<file path="config.mk">
export PLATFORM = sky130hd
export DESIGN_NAME = lcs_ram
export DESIGN_NICKNAME = d
export VERILOG_FILES = /design/src/hw/rtl/lcs_ram.sv
export SDC_FILE = /design/constraint.sdc
export NUM_CORES = 1
export LEC_CHECK = 0
export BUFFER_PORTS_ARGS = -buffer_cell sky130_fd_sc_hd__clkbuf_2
export CAP_MARGIN = 10
export CELL_PAD_IN_SITES_DETAIL_PLACEMENT = 1
export CELL_PAD_IN_SITES_GLOBAL_PLACEMENT = 1
export CORE_AREA = 2 2 108 131
export DETAILED_ROUTE_END_ITERATION = 10
export DIE_AREA = 0 0 110 133
export PLACE_DENSITY_LB_ADDON = 0.12
export SYNTH_ARGS = -nofsm -noshare
export SYNTH_HDL_FRONTEND = slang
export SYNTH_SLANG_ARGS = --single-unit
export TNS_END_PERCENT = 10
</file>
<file path="constraint.sdc">
create_clock -name clk -period 1.7 [get_ports clk]
set_clock_uncertainty 0.15 [all_clocks]
set_input_delay 0.085 -clock clk [delete_from_list [all_inputs] [get_ports clk]]
set_output_delay 0.085 -clock clk [all_outputs]
set_load 0.1 [all_outputs]
</file>
<file path="src/hw/rtl/lcs_ram.sv">
// Generic single-write, single-read RAM with a registered read port.
`default_nettype none

module lcs_ram #(
    parameter int WIDTH = 8,
    parameter int DEPTH = 16
) (
    input  wire logic                                      clk,
    input  wire logic                                      wr_en,
    input  wire logic [((DEPTH > 1) ? $clog2(DEPTH) : 1)-1:0] wr_addr,
    input  wire logic [WIDTH-1:0]                          wr_data,
    input  wire logic                                      rd_en,
    input  wire logic [((DEPTH > 1) ? $clog2(DEPTH) : 1)-1:0] rd_addr,
    output logic [WIDTH-1:0]                               rd_data
);

    logic [WIDTH-1:0] mem [DEPTH];

    always_ff @(posedge clk)
    begin
        if (wr_en)
        begin
            mem[wr_addr] <= wr_data;
        end
        if (rd_en)
        begin
            rd_data <= mem[rd_addr];
        end
    end

endmodule : lcs_ram

`default_nettype wire

</file>
==> flow_summary.ini <==
[status]
status = complete, no violations

[layout]
nets = 315
postLayoutCoreUtil_pct = 47.4
final_cell_mix = edfxtp_1 (136), clkbuf_2 (26), buf_4 (20), mux4_2 (18), clkbuf_16 (17)
area_growth_pct = 22.0
mostFrequentLayoutCell = edfxtp_1
layout-drive-gt1-share_pct = 33.3
fin_area_sq_um = 6380
num_antenna_cells = 0

[clocking]
clk_pin_slew_ns = 0.06
cts_made_buffers = 17
clk_path_buf_depth = 2
post_cts_buffers = 0
cts_sinks = 136
htree_num_levels = 4
cts_tree = yes
cts-root-buf = clkbuf_16
clk_latency_ns = 0.41

[pwr]
ir_drop_mv = 0.673
power.static_leakage_nw = 2.16
total_power_mw = 7.85
p_per_area_nw_per_um2 = 1230

[routing]
drc = 0
vias = 2513
ant_nets = 0
firstDrtPassIters = 4
drtIter0Drc = 115
wl_per_cell_microns = 23.5
wirelength_microns = 11300
viasPerCell = 5.24

[yosys]
synthesis.area_sq_um = 5230
syn_avg_cell_area_sq_um = 22.8
synthAdderAreaFrac_pct = 0
muxShareOfSynthArea_pct = 14.8
yosys_warnings = 0
synth_cell_types = 18
synth-compound-area-share_pct = 2.30
syn_nets = 248
synthCells = 229
seq_area_frac_synth_pct = 78.1
synth_top_family_by_area = multiplexers
ys_ff_latch = 136
yosys.area_share.xor_xnor_pct = 0
synthSimpleGateAreaFrac_pct = 3.14

[timing]
relSlewSlack_pct = 49.2
rsz0062_at_grt = false
fin_crit_ns = 1.61
period_share_pct = 94.9
drv_slew = 0
setup_tns_ns = 0
worst_slew_pin_slew_ns = 0.759
holdWs_ns = 0.0956
fmax_mhz = 620
setup_violations = 0
final-hold-violation-count = 0

[global_routing]
grt_max_degree = 20
antenna_found_initial = 0
first_global_vias = 2698
grt-ovfl-total = 0
track_usage_pct = 17.0
grt_pass1_wl_microns = 17000

[floorplanning]
core_sq_um = 13500
fp-row-count = 47
die-area_sq_um = 14600
io_pins = 27
die_x_microns = 110
start_util_pct = 38.8
die_y_microns = 133

[worst_setup_path]
worstPathArrival_ns = 1.62
path_max_fanout = 1
critPathRequiredTime_ns = 1.71
crit_type = reg2reg
worstSetupEndpointType = flop
critPathLaunchType = flop

[worst_hold_path]
hp-class = in2reg

[place]
place_area_sq_um = 5700
dp_hpwl_microns = 7510
io_buffers = 26
gp_congestion = 0.722

[run]
cap_violations = 0
-- critical path: stages, from the launching register on --
cell and delay, ns:
edfxtp_1 0.37, mux4_1 0.54, a22oi_2 0.24, nand2_1 0.07
-- path summary, 6_finish.rpt --
kind	slack (ns)	depth (start not counted)	startpoint	endpoint
min	0.1	3	wr_addr[0]	mem[0][1]$_DFFE_PP_
max	0.09	3	mem[9][3]$_DFFE_PP_	rd_data[3]$_DFFE_PP_
min reg2reg	0.60	3	mem[14][5]$_DFFE_PP_	rd_data[5]$_DFFE_PP_
max reg2reg	0.09	3	mem[9][3]$_DFFE_PP_	rd_data[3]$_DFFE_PP_
-- cell families (layout without fill, tap and decap cells) --
| group | after synthesis | after routing |
|---|---|---|
| buf+inv | 10 | 90 |
| mux | 32 | 32 |
| simple gates | 35 | 35 |
| compound gates | 16 | 16 |
| flops | 136 | 136 |
-- metrics by stage --
stage,cells,setup slack (ns)
floorplan,229,0.183
global placement,439,-0.145
detailed placement,439,-0.155
CTS,480,0.0404
global route,480,0.0247
finish,480,0.0861
-- repair_timing --
item | in CTS | in global routing
hold buffers | 9 | 0
setup endpoints to repair | 0 | 2
resized for setup | 0 | 2
endpoints found under the hold margin | 136 | 0
-- power by group --
| part | internal (mW) | switching, mW | total, mW |
|---|---|---|---|
| clock network | 2.16 | 1.40 | 3.55 |
| registers | 3.78 | 0.0227 | 3.80 |
| logic | 0.171 | 0.326 | 0.497 |
-- sequential cells by signal, summed over array words and instances (netlist names) --
name	count
mem	128
rd_data	8
-- final cells by class --
| cell class | count | area (sq um) |
|---|---|---|
| clock buffers | 17 | 425 |
| multi-input cells | 83 | 1070 |
| flip-flops and latches | 136 | 4080 |
| fillers | 1246 | 7090 |
| well taps | 171 | 214 |
| clock inverters | 15 | 154 |
| repair buffers | 58 | 430 |
-- synthesized netlist by cell type --
cell	count	area share [%]
edfxtp_1	136	78
mux4_2	18	7.8
a22oi_1	16	2.3
mux4_1	14	7.0
nor2_1	13	0.93
nand2_1	9	0.65
nor3_1	4	0.38
buf_2	3	0.29
buf_6	3	0.65
clkdlybuf4s25_2	3	0.57
nand2b_1	2	0.24
nand3b_1	2	0.29
and2_1	1	0.12
and2b_1	1	0.14
buf_4	1	0.14
nand3_1	1	0.096
nor2b_1	1	0.12
or3b_2	1	0.17
-- per-layer routing --
metal	GRT usage, %	up-vias	part of all wire (%)
met5	0	-	0
met4	6.54	0	1.6
met3	3.69	16	2.8
met2	27.3	45	51
met1	22.4	1337	44
li1	-	1115	-
No activity file was read; power rests on OpenSTA's default activity.
